===== src/sv/symtab_pkg.sv =====
// Shared types and constants for the compacting symbol table.
// Codes for functions, statuses and symbol kinds, plus the table geometry.
// No dependencies.
`timescale 1ns / 1ps

package symtab_pkg;

   // Table geometry
   localparam int TABLE_DEPTH = 128;
   localparam int IDX_W       = $clog2(TABLE_DEPTH);
   localparam int CNT_W       = $clog2(TABLE_DEPTH + 1);

   // Special characters
   localparam logic [7:0] CHAR_TERM  = 8'h24; // '$'
   localparam logic [7:0] CHAR_PLUS  = 8'h2B; // '+'
   localparam logic [7:0] CHAR_MINUS = 8'h2D; // '-'
   localparam logic [7:0] CHAR_EQUAL = 8'h3D; // '='
   localparam logic [7:0] CHAR_STAR  = 8'h2A; // '*'

   typedef enum logic [1:0] {
      FUNC_SCAN   = 2'd0,
      FUNC_DELETE = 2'd1,
      FUNC_READ   = 2'd2,
      FUNC_SPARE  = 2'd3
   } func_type;

   typedef enum logic [1:0] {
      KIND_IDENT = 2'd0,
      KIND_OPER  = 2'd1,
      KIND_CONST = 2'd2,
      KIND_NONE  = 2'd3
   } kind_type;

   typedef enum logic [3:0] {
      STAT_INSERTED   = 4'd0,
      STAT_DUPLICATE  = 4'd1,
      STAT_IGNORED    = 4'd2,
      STAT_DELETED    = 4'd3,
      STAT_NOT_FOUND  = 4'd4,
      STAT_FULL       = 4'd5,
      STAT_AFTER_TERM = 4'd6,
      STAT_READ_OK    = 4'd7,
      STAT_BAD_INDEX  = 4'd8
   } status_type;

   // One table entry as held in the memory
   typedef struct packed {
      kind_type   kind;
      logic [7:0] sym;
   } entry_type;

endpackage


===== src/sv/symbol_table_scan_insert_delete.sv =====
// Compacting symbol table: top level with sequencer, entry memory and result register.
// Depends on symtab_pkg.
`timescale 1ns / 1ps
//
//  chan | dir | handshake             | payload
//  -----+-----+-----------------------+---------------------------------------------------
//  req  | in  | req_tvalid/req_tready | tuser: func, expr_start; tdata: character, read_index
//  rsp  | out | rsp_tvalid/rsp_tready | tuser: status, kind; tdata: position, symbol_out, count
//
//  One item at a time; req_tready is high only while the sequencer is idle.
//  Scan and delete search the table through the single memory read port, one read and one
//  compare state per entry visited; delete then closes the gap with one read and one write state
//  per entry moved. After a miss, a scan appends the symbol (or reports a full table) and a
//  delete reports not found; every item ends by loading the output register.
//  Reset (synchronous, active high) empties the table; entry contents need no clearing.
//  A stalled rsp side holds the finished item in the output register and blocks the next one.

module symbol_table_scan_insert_delete (
   input  logic        clock,
   input  logic        reset,
   input  logic        req_tvalid,
   output logic        req_tready,
   input  logic [15:0] req_tdata,   // [7:0] character, [14:8] read_index, [15] zero
   input  logic [7:0]  req_tuser,   // [1:0] func, [2] expr_start, [7:3] zero
   output logic        rsp_tvalid,
   input  logic        rsp_tready,
   output logic [23:0] rsp_tdata,   // [6:0] position, [14:7] symbol_out, [22:15] entry_count
   output logic [7:0]  rsp_tuser    // [3:0] status, [5:4] kind, [7:6] zero
);

   localparam int IDX_W = symtab_pkg::IDX_W;
   localparam int CNT_W = symtab_pkg::CNT_W;
   localparam int CW    = CNT_W + 1;

   typedef enum logic [2:0] {
      S_IDLE,
      S_SRCH_RD,
      S_SRCH_CMP,
      S_MISS,
      S_SHIFT_RD,
      S_SHIFT_WR,
      S_RD_WAIT,
      S_FINISH
   } state_type;

   // Input item fields
   symtab_pkg::func_type req_func;
   logic                 req_expr_start;
   logic [7:0]           req_character;
   logic [6:0]           req_read_index;

   assign req_func       = symtab_pkg::func_type'(req_tuser[1:0]);
   assign req_expr_start = req_tuser[2];
   assign req_character  = req_tdata[7:0];
   assign req_read_index = req_tdata[14:8];

   // Sequencer and table state
   state_type              state_ff, state_in;
   symtab_pkg::func_type   func_ff, func_in;
   logic [7:0]             char_ff, char_in;
   symtab_pkg::kind_type   ckind_ff, ckind_in;
   logic [IDX_W-1:0]       idx_ff, idx_in;
   logic [CNT_W-1:0]       count_ff, count_in;
   logic                   term_ff, term_in;

   // Result staging and output register
   symtab_pkg::status_type res_status_ff, res_status_in;
   logic [6:0]             res_pos_ff, res_pos_in;
   logic [7:0]             res_sym_ff, res_sym_in;
   symtab_pkg::kind_type   res_kind_ff, res_kind_in;
   logic                   rsp_valid_ff, rsp_valid_in;
   symtab_pkg::status_type rsp_status_ff, rsp_status_in;
   logic [6:0]             rsp_pos_ff, rsp_pos_in;
   logic [7:0]             rsp_sym_ff, rsp_sym_in;
   symtab_pkg::kind_type   rsp_kind_ff, rsp_kind_in;
   logic [7:0]             rsp_count_ff, rsp_count_in;

   // Entry memory
   symtab_pkg::entry_type  mem [symtab_pkg::TABLE_DEPTH];
   symtab_pkg::entry_type  rd_data_ff;
   logic [IDX_W-1:0]       rd_addr;
   logic                   mem_we;
   logic [IDX_W-1:0]       mem_waddr;
   symtab_pkg::entry_type  mem_wdata;

   logic                   term_now;
   symtab_pkg::kind_type   req_kind;

   function automatic symtab_pkg::kind_type classify(input logic [7:0] c);
      symtab_pkg::kind_type k;
      k = symtab_pkg::KIND_NONE;
      if ((c >= 8'h41 && c <= 8'h5A) || (c >= 8'h61 && c <= 8'h7A)) begin
         k = symtab_pkg::KIND_IDENT;
      end else if (c == symtab_pkg::CHAR_PLUS || c == symtab_pkg::CHAR_MINUS ||
                   c == symtab_pkg::CHAR_EQUAL || c == symtab_pkg::CHAR_STAR) begin
         k = symtab_pkg::KIND_OPER;
      end else if (c >= 8'h30 && c <= 8'h39) begin
         k = symtab_pkg::KIND_CONST;
      end
      return k;
   endfunction

   assign req_kind   = classify(req_character);
   assign term_now   = req_expr_start ? 1'b0 : term_ff;
   assign req_tready = (state_ff == S_IDLE);

   // Next-state and datapath control
   always_comb begin
      state_in      = state_ff;
      func_in       = func_ff;
      char_in       = char_ff;
      ckind_in      = ckind_ff;
      idx_in        = idx_ff;
      count_in      = count_ff;
      term_in       = term_ff;
      res_status_in = res_status_ff;
      res_pos_in    = res_pos_ff;
      res_sym_in    = res_sym_ff;
      res_kind_in   = res_kind_ff;
      rsp_valid_in  = rsp_valid_ff;
      rsp_status_in = rsp_status_ff;
      rsp_pos_in    = rsp_pos_ff;
      rsp_sym_in    = rsp_sym_ff;
      rsp_kind_in   = rsp_kind_ff;
      rsp_count_in  = rsp_count_ff;
      rd_addr       = idx_ff;
      mem_we        = 1'b0;
      mem_waddr     = idx_ff;
      mem_wdata     = rd_data_ff;

      // Drop the output item once taken
      if (rsp_valid_ff && rsp_tready) begin
         rsp_valid_in = 1'b0;
      end

      case (state_ff)
         S_IDLE: begin
            if (req_tvalid) begin
               func_in       = req_func;
               char_in       = req_character;
               ckind_in      = req_kind;
               idx_in        = '0;
               res_status_in = symtab_pkg::STAT_IGNORED;
               res_pos_in    = '0;
               res_sym_in    = '0;
               res_kind_in   = symtab_pkg::KIND_IDENT;
               state_in      = S_FINISH;
               case (req_func)
                  symtab_pkg::FUNC_SCAN: begin
                     term_in = term_now;
                     if (term_now) begin
                        res_status_in = symtab_pkg::STAT_AFTER_TERM;
                     end else if (req_character == symtab_pkg::CHAR_TERM) begin
                        term_in = 1'b1;
                     end else if (req_kind != symtab_pkg::KIND_NONE) begin
                        state_in = (count_ff == '0) ? S_MISS : S_SRCH_RD;
                     end
                  end
                  symtab_pkg::FUNC_DELETE: begin
                     state_in = (count_ff == '0) ? S_MISS : S_SRCH_RD;
                  end
                  symtab_pkg::FUNC_READ: begin
                     res_pos_in = req_read_index;
                     if (CW'(req_read_index) < CW'(count_ff)) begin
                        rd_addr  = IDX_W'(req_read_index);
                        state_in = S_RD_WAIT;
                     end else begin
                        res_status_in = symtab_pkg::STAT_BAD_INDEX;
                     end
                  end
                  default: begin
                     res_status_in = symtab_pkg::STAT_IGNORED;
                  end
               endcase
            end
         end

         // Fetch the entry under the search pointer
         S_SRCH_RD: begin
            rd_addr  = idx_ff;
            state_in = S_SRCH_CMP;
         end

         // Compare one entry, advance or finish
         S_SRCH_CMP: begin
            if (rd_data_ff.sym == char_ff) begin
               res_pos_in  = 7'(idx_ff);
               res_sym_in  = rd_data_ff.sym;
               res_kind_in = rd_data_ff.kind;
               if (func_ff == symtab_pkg::FUNC_SCAN) begin
                  res_status_in = symtab_pkg::STAT_DUPLICATE;
                  state_in      = S_FINISH;
               end else begin
                  res_status_in = symtab_pkg::STAT_DELETED;
                  if (CW'(idx_ff) + CW'(1) < CW'(count_ff)) begin
                     state_in = S_SHIFT_RD;
                  end else begin
                     count_in = count_ff - CNT_W'(1);
                     state_in = S_FINISH;
                  end
               end
            end else if (CW'(idx_ff) + CW'(1) < CW'(count_ff)) begin
               idx_in   = idx_ff + IDX_W'(1);
               state_in = S_SRCH_RD;
            end else begin
               state_in = S_MISS;
            end
         end

         // Symbol absent: report, or append a new entry
         S_MISS: begin
            res_pos_in  = '0;
            res_sym_in  = '0;
            res_kind_in = symtab_pkg::KIND_IDENT;
            state_in    = S_FINISH;
            if (func_ff == symtab_pkg::FUNC_DELETE) begin
               res_status_in = symtab_pkg::STAT_NOT_FOUND;
            end else if (count_ff == CNT_W'(symtab_pkg::TABLE_DEPTH)) begin
               res_status_in = symtab_pkg::STAT_FULL;
            end else begin
               mem_we         = 1'b1;
               mem_waddr      = IDX_W'(count_ff);
               mem_wdata.sym  = char_ff;
               mem_wdata.kind = ckind_ff;
               count_in       = count_ff + CNT_W'(1);
               res_status_in  = symtab_pkg::STAT_INSERTED;
               res_pos_in     = 7'(count_ff);
               res_sym_in     = char_ff;
               res_kind_in    = ckind_ff;
            end
         end

         // Close the gap: fetch the next entry
         S_SHIFT_RD: begin
            rd_addr  = idx_ff + IDX_W'(1);
            state_in = S_SHIFT_WR;
         end

         // Close the gap: move it down one place
         S_SHIFT_WR: begin
            mem_we    = 1'b1;
            mem_waddr = idx_ff;
            mem_wdata = rd_data_ff;
            idx_in    = idx_ff + IDX_W'(1);
            if (CW'(idx_ff) + CW'(2) < CW'(count_ff)) begin
               state_in = S_SHIFT_RD;
            end else begin
               count_in = count_ff - CNT_W'(1);
               state_in = S_FINISH;
            end
         end

         S_RD_WAIT: begin
            res_status_in = symtab_pkg::STAT_READ_OK;
            res_sym_in    = rd_data_ff.sym;
            res_kind_in   = rd_data_ff.kind;
            state_in      = S_FINISH;
         end

         // Hand the item to the output register when it is free
         S_FINISH: begin
            if (!rsp_valid_ff || rsp_tready) begin
               rsp_valid_in  = 1'b1;
               rsp_status_in = res_status_ff;
               rsp_pos_in    = res_pos_ff;
               rsp_sym_in    = res_sym_ff;
               rsp_kind_in   = res_kind_ff;
               rsp_count_in  = 8'(count_ff);
               state_in      = S_IDLE;
            end
         end

         default: begin
            state_in = S_IDLE;
         end
      endcase
   end

   // Hold state and registered outputs
   always_ff @(posedge clock) begin
      if (reset) begin
         state_ff     <= S_IDLE;
         count_ff     <= '0;
         term_ff      <= 1'b0;
         rsp_valid_ff <= 1'b0;
      end else begin
         state_ff     <= state_in;
         count_ff     <= count_in;
         term_ff      <= term_in;
         rsp_valid_ff <= rsp_valid_in;
      end
      func_ff       <= func_in;
      char_ff       <= char_in;
      ckind_ff      <= ckind_in;
      idx_ff        <= idx_in;
      res_status_ff <= res_status_in;
      res_pos_ff    <= res_pos_in;
      res_sym_ff    <= res_sym_in;
      res_kind_ff   <= res_kind_in;
      rsp_status_ff <= rsp_status_in;
      rsp_pos_ff    <= rsp_pos_in;
      rsp_sym_ff    <= rsp_sym_in;
      rsp_kind_ff   <= rsp_kind_in;
      rsp_count_ff  <= rsp_count_in;
   end

   // Entry memory: one write port, one registered read port
   always_ff @(posedge clock) begin
      if (mem_we) begin
         mem[mem_waddr] <= mem_wdata;
      end
      rd_data_ff <= mem[rd_addr];
   end

   assign rsp_tvalid = rsp_valid_ff;
   assign rsp_tdata  = {1'b0, rsp_count_ff, rsp_sym_ff, rsp_pos_ff};
   assign rsp_tuser  = {2'b00, rsp_kind_ff, rsp_status_ff};

   // Table never holds more entries than it has places
   a_count_bound: assert property (@(posedge clock) disable iff (reset)
      CW'(count_ff) <= CW'(symtab_pkg::TABLE_DEPTH))
      else $error("entry count beyond table depth");

   // Gap closing only happens for a delete
   a_shift_delete: assert property (@(posedge clock) disable iff (reset)
      (state_ff == S_SHIFT_RD || state_ff == S_SHIFT_WR) |->
         func_ff == symtab_pkg::FUNC_DELETE)
      else $error("shift sequence outside a delete");

   // An accepted item keeps the block busy in the next cycle
   a_busy_after_accept: assert property (@(posedge clock) disable iff (reset)
      (req_tvalid && req_tready) |=> !req_tready)
      else $error("new item accepted while one is in progress");

   // Count moves by at most one per cycle
   a_count_step: assert property (@(posedge clock) disable iff (reset)
      (count_ff == $past(count_ff)) || (count_ff == $past(count_ff) + CNT_W'(1)) ||
      (count_ff == $past(count_ff) - CNT_W'(1)))
      else $error("entry count jumped");

endmodule

===== config.mk =====
export PLATFORM = sky130hd
export DESIGN_NAME = symbol_table_scan_insert_delete
export DESIGN_NICKNAME = d
export VERILOG_FILES = /design/src/sv/symtab_pkg.sv /design/src/sv/symbol_table_scan_insert_delete.sv
export SDC_FILE = /design/constraint.sdc
export NUM_CORES = 2
export LEC_CHECK = 0
export CAP_MARGIN = 20
export CORE_UTILIZATION = 40
export CTS_CLUSTER_DIAMETER = 120
export CTS_CLUSTER_SIZE = 10
export DETAILED_ROUTE_END_ITERATION = 10
export DONT_BUFFER_PORTS = 1
export MAX_ROUTING_LAYER = met4
export PLACE_DENSITY = 0.6
export SLEW_MARGIN = 10
export SYNTH_ARGS = -nofsm -noshare
export SYNTH_HDL_FRONTEND = slang
export SYNTH_SLANG_ARGS = --single-unit
export TNS_END_PERCENT = 50

===== constraint.sdc =====
create_clock -name clock -period 5.5 [get_ports clock]
set_clock_uncertainty 0.1 [all_clocks]
set_input_delay 0.275 -clock clock [delete_from_list [all_inputs] [get_ports clock]]
set_output_delay 0.275 -clock clock [all_outputs]
set_load 0.005 [all_outputs]

==> Implementation_results.wiki <==
{| class="wikitable"
! Metric !! Value
|-
| Number of global-route vias before repair || around 33000
|-
| Register-to-register setup slack || about 0.68 ns
|-
| Overall die width || about 380 um
|-
| Class of the tightest hold or removal check || in2reg
|-
| Sink count of the clock tree || about 1400
|-
| Number of standard cells in the final layout excluding fillers || 6197
|-
| 1st-pass router iterations || 5
|-
| Dpl cell area || 59000 sq um
|-
| Register bit count reported by yosys || 1372
|-
| Clock latency on the worst-skew pair || approximately 0.8 ns
|-
| Proportion of layout cells with a drive suffix above 1 || 0.106
|-
| Number of buffers inserted by post-CTS setup repair || 0
|-
| Sequential element share of the synthesized area || 0.734
|-
| Slew headroom || 0.234
|-
| Status || completed
|-
| Area of all placed cells without fillers || about 64000 sq um
|-
| Aggregate global routing overflow || 0
|-
| Slowest stage delay, CP || between 0.5 and 0.6 ns
|-
| Data required time of the worst path || about 6.1 ns
|-
| Slowest cell on crit path || sky130_fd_sc_hd__nor4_1
|-
| Worst reg-to-reg path cell count || 13
|-
| TritonCTS clock tree || done
|-
| Cell types occupying the most area after synthesis || sky130_fd_sc_hd__edfxtp_1, sky130_fd_sc_hd__nand2_1, sky130_fd_sc_hd__mux2i_1
|-
| CP arrival || about 5.4 ns
|-
| Cell count after synthesis || between 4000 and 5000
|-
| Detailed-route vias per instance || roughly 5.6
|-
| Area used by multi-input combinational logic || roughly 14000 sq um
|-
| Post-DR wirelength/cell || between 20 and 25 um
|-
| Net switching share of the total power || 0.411
|-
| Final worst path period need || between 4 and 5 ns
|-
| Antenna-violating nets left || 0
|-
| Clk Tree Root Cell || sky130_fd_sc_hd__clkbuf_16
|-
| Share of power burned in combinational logic || 0.435
|-
| Number of fill cells || ~12000
|-
| Internal || 24.1 mW
|-
| Initial core utilization || 0.404
|-
| Clock share of power || 0.222
|-
| Die Span Y || 376 um
|-
| Total negative slack for setup checks || 0 ns
|-
| Final estimated routing congestion in global placement || ~0.91
|-
| Site Rows || between 100 and 150
|-
| Leading area contributor after synthesis || sky130_fd_sc_hd__edfxtp_1
|-
| Critical Path Sink Type || register
|-
| Count of boundary I/O pins || 62
|-
| Final standard cell utilization of the core || 0.461
|-
| Period utilization || 0.877
|-
| Core area || between 100000 and 150000 sq um
|-
| Buffers from clock root to sink, at most || 3
|-
| Number of levels in the clock H-tree || 4
|-
| Cell area after technology mapping || 55800 sq um
|-
| Register cell area after layout || ~41000 sq um
|-
| Number of antenna violations at the first check in global routing || 3
|-
| Top flip-flop cell by instance count after synthesis || sky130_fd_sc_hd__edfxtp_1
|-
| Synth async-reset ratio || 0
|-
| Clock-pin slew of the registers on the worst-case setup and hold paths || about 0.060 ns
|-
| Post-Route WL || 148000 um
|-
| Vias post-DR || between 30000 and 40000
|-
| Share of total power in sequential cells || 0.342
|-
| Synth-to-Final Area Change || 13.9%
|-
| Tightest hold margin || roughly 0.042 ns
|-
| Detailed Route Iter0 Violations || ~3300
|-
| Final Max Tran Viols || 0
|-
| Placed Instances || slightly below 6000
|-
| Peak supply drop || around 0.0006 V
|-
| Cell type group with the largest total delay on the critical path || simple AND/OR/NAND/NOR gates
|-
| Cell depth of the worst hold path || 5
|-
| Max frequency || just over 200 MHz
|-
| Power per standard cell area || ~640 nW/um^2
|-
| Max-cap violation count || 0
|-
| Type of element launching the critical path || register
|-
| Die footprint || between 100000 and 150000 sq um
|-
| Global-route usage over all layers || 0.215
|-
| YS warnings || 0
|-
| Hold violation total from the final report || 0
|-
| Worst path depth || 13
|-
| Largest driver fanout on the critical path || 51
|-
| Cell with the most instances after synthesis || sky130_fd_sc_hd__edfxtp_1
|-
| NetSw || roughly 17 mW
|-
| Count of unique library cells instantiated by Yosys || 76
|-
| Setup repair after global routing missed its margin || no
|-
| EDFF count, synth || around 1300
|-
| DRC violation count after routing || 0
|-
| Most frequent cells after synthesis || sky130_fd_sc_hd__edfxtp_1, sky130_fd_sc_hd__nand2_1, sky130_fd_sc_hd__nand3_1
|-
| Number of instances resized during post-cts repair || 0
|-
| Final layout net count || approximately 4300
|-
| Mean Syn Cell Area || approximately 14 sq um
|-
| Final setup fails || 0
|-
| Placed wire-length estimate || between 80000 and 90000 um
|-
| Kind of critical path || reg2reg
|-
| Wire length of the first global-routing pass || approximately 220000 um
|-
| Hold-fix buffer count after cts || 25
|-
| Largest net degree at the start of global routing || 100
|-
| Ordered cell list for the critical path || buf_4, inv_1, ha_1, a21oi_1, o22ai_1, nor4_1, or3_4, buf_12, buf_12, nand2_1, o22ai_1, o311ai_0, nor4_1
|-
| Leakage power figure || roughly 22 nW
|-
| Area share of the largest cell type after synthesis || 0.726
|-
| Buffer and inverter count on the worst path || 4
|-
| Worst-Margin Slew || 1.15 ns
|-
| CTS Buf Count || roughly 160
|-
| Port bufs || 0
|}
[worst paths after layout]
check / start / end
worst min register to register: res_kind_ff[1] / rsp_kind_ff[1]
worst max-delay path: count_ff[3] / rd_data_ff[1]
worst min-delay path: req_tuser[0] / state_ff[1]
worst max register to register: count_ff[3] / rd_data_ff[1]
[power by group through the flow]
stage	Clock (mW)	Combinational [mW]	Sequential, mW
floorplan	0	11.0	14.3
global placement	0	17.5	14.2
detailed placement	0	17.7	14.2
CTS	9.24	17.8	14.0
global route	9.63	19.1	14.0
finish	9.08	17.8	14.0
[per-layer routing]
layer  vias to the layer above  wire (um)  track usage  share of wire
li1                      15660          -            -              -
met1                     17335      63600        0.289           0.43
met2                      1222      70900        0.335           0.48
met3                       215       9610       0.0353          0.065
met4                         0       4020       0.0675          0.027
met5                         -          0            -              0
[registers in the layout (all words and copies together) (netlist names)]
name,flops
mem,1280
rd_data_ff,10
char_ff,8
count_ff,8
res_sym_ff,8
rsp_count_ff,8
rsp_sym_ff,8
idx_ff,7
res_pos_ff,7
rsp_pos_ff,7
res_status_ff,4
rsp_status_ff,4
state_ff,3
ckind_ff,2
func_ff,2
res_kind_ff,2
rsp_kind_ff,2
rsp_tvalid,1
term_ff,1
[tightest hold or removal path: stages]
cell and delay (ns):
sky130_fd_sc_hd__nor2_1 0.08, sky130_fd_sc_hd__o21ai_0 0.14, sky130_fd_sc_hd__o211ai_1 0.13, sky130_fd_sc_hd__nor2_1 0.04
sky130_fd_sc_hd__a211oi_1 0.19
[cells by family (layout without fill, tap and decap cells)]
logic type | count (synthesis) | in the layout | share of synthesized area
AOI/OAI and AO/OA | 586 | 586 | 0.0697
xor gates and xnor gates | 23 | 23 | 0.00361
adders and majority gates | 29 | 29 | 0.00663
buffers and inverters | 281 | 484 | 0.0242
DFF | 1372 | 1372 | 0.734
muxes | 206 | 206 | 0.0369
other | 1 | 6 | 0.0000672
and+or+nand+nor | 1628 | 1628 | 0.125
[stage by stage]
stage                     power (mW)  setup WS [ns]
after floorplan                 25.3           1.52
after global placement          31.7          0.908
after detailed placement        31.9          0.815
after CTS                       41.0          0.781
after global routing            42.7          0.399
final                           40.8          0.678
[placed cells by master (no fill, tap or decap), drive strengths merged, types with 4 or more instances in the layout]
cell type and n:
inv 32, and2 5, o22ai 65, a221o 9, o21a 6, a31oi 27, nor2 185, xor2 14
nand2 978, a221oi 13, a22oi 44, clkbuf 191, a22o 7, mux2i 206, a21o 6, or3 13
buf 233, edfxtp 1349, o211ai 31, a32o 40, o21bai 4, nor3 31, o311ai 22, and3 5
nand3 275, nand4 31, o2111ai 13, nand2b 18, dlygate4sd3 25, xnor2 9, a21oi 242, a32oi 9
nor3b 5, nor4 39, ha 28, or2 14, nor2b 19, o21ai 21, dfxtp 23
[final cells by class]
cell class / instances / area share
Clock inverter: 13 / 0.00293
Clock buffer: 191 / 0.0641
Tap cell: 1863 / 0.0367
Multi-Input combinational cell: 2475 / 0.215
Timing Repair Buffer: 258 / 0.0361
Inverter: 22 / 0.00130
Sequential cell: 1372 / 0.644
Antenna cell: 3 / 0.000118
Note: power is estimated with default switching activity, not from simulation.
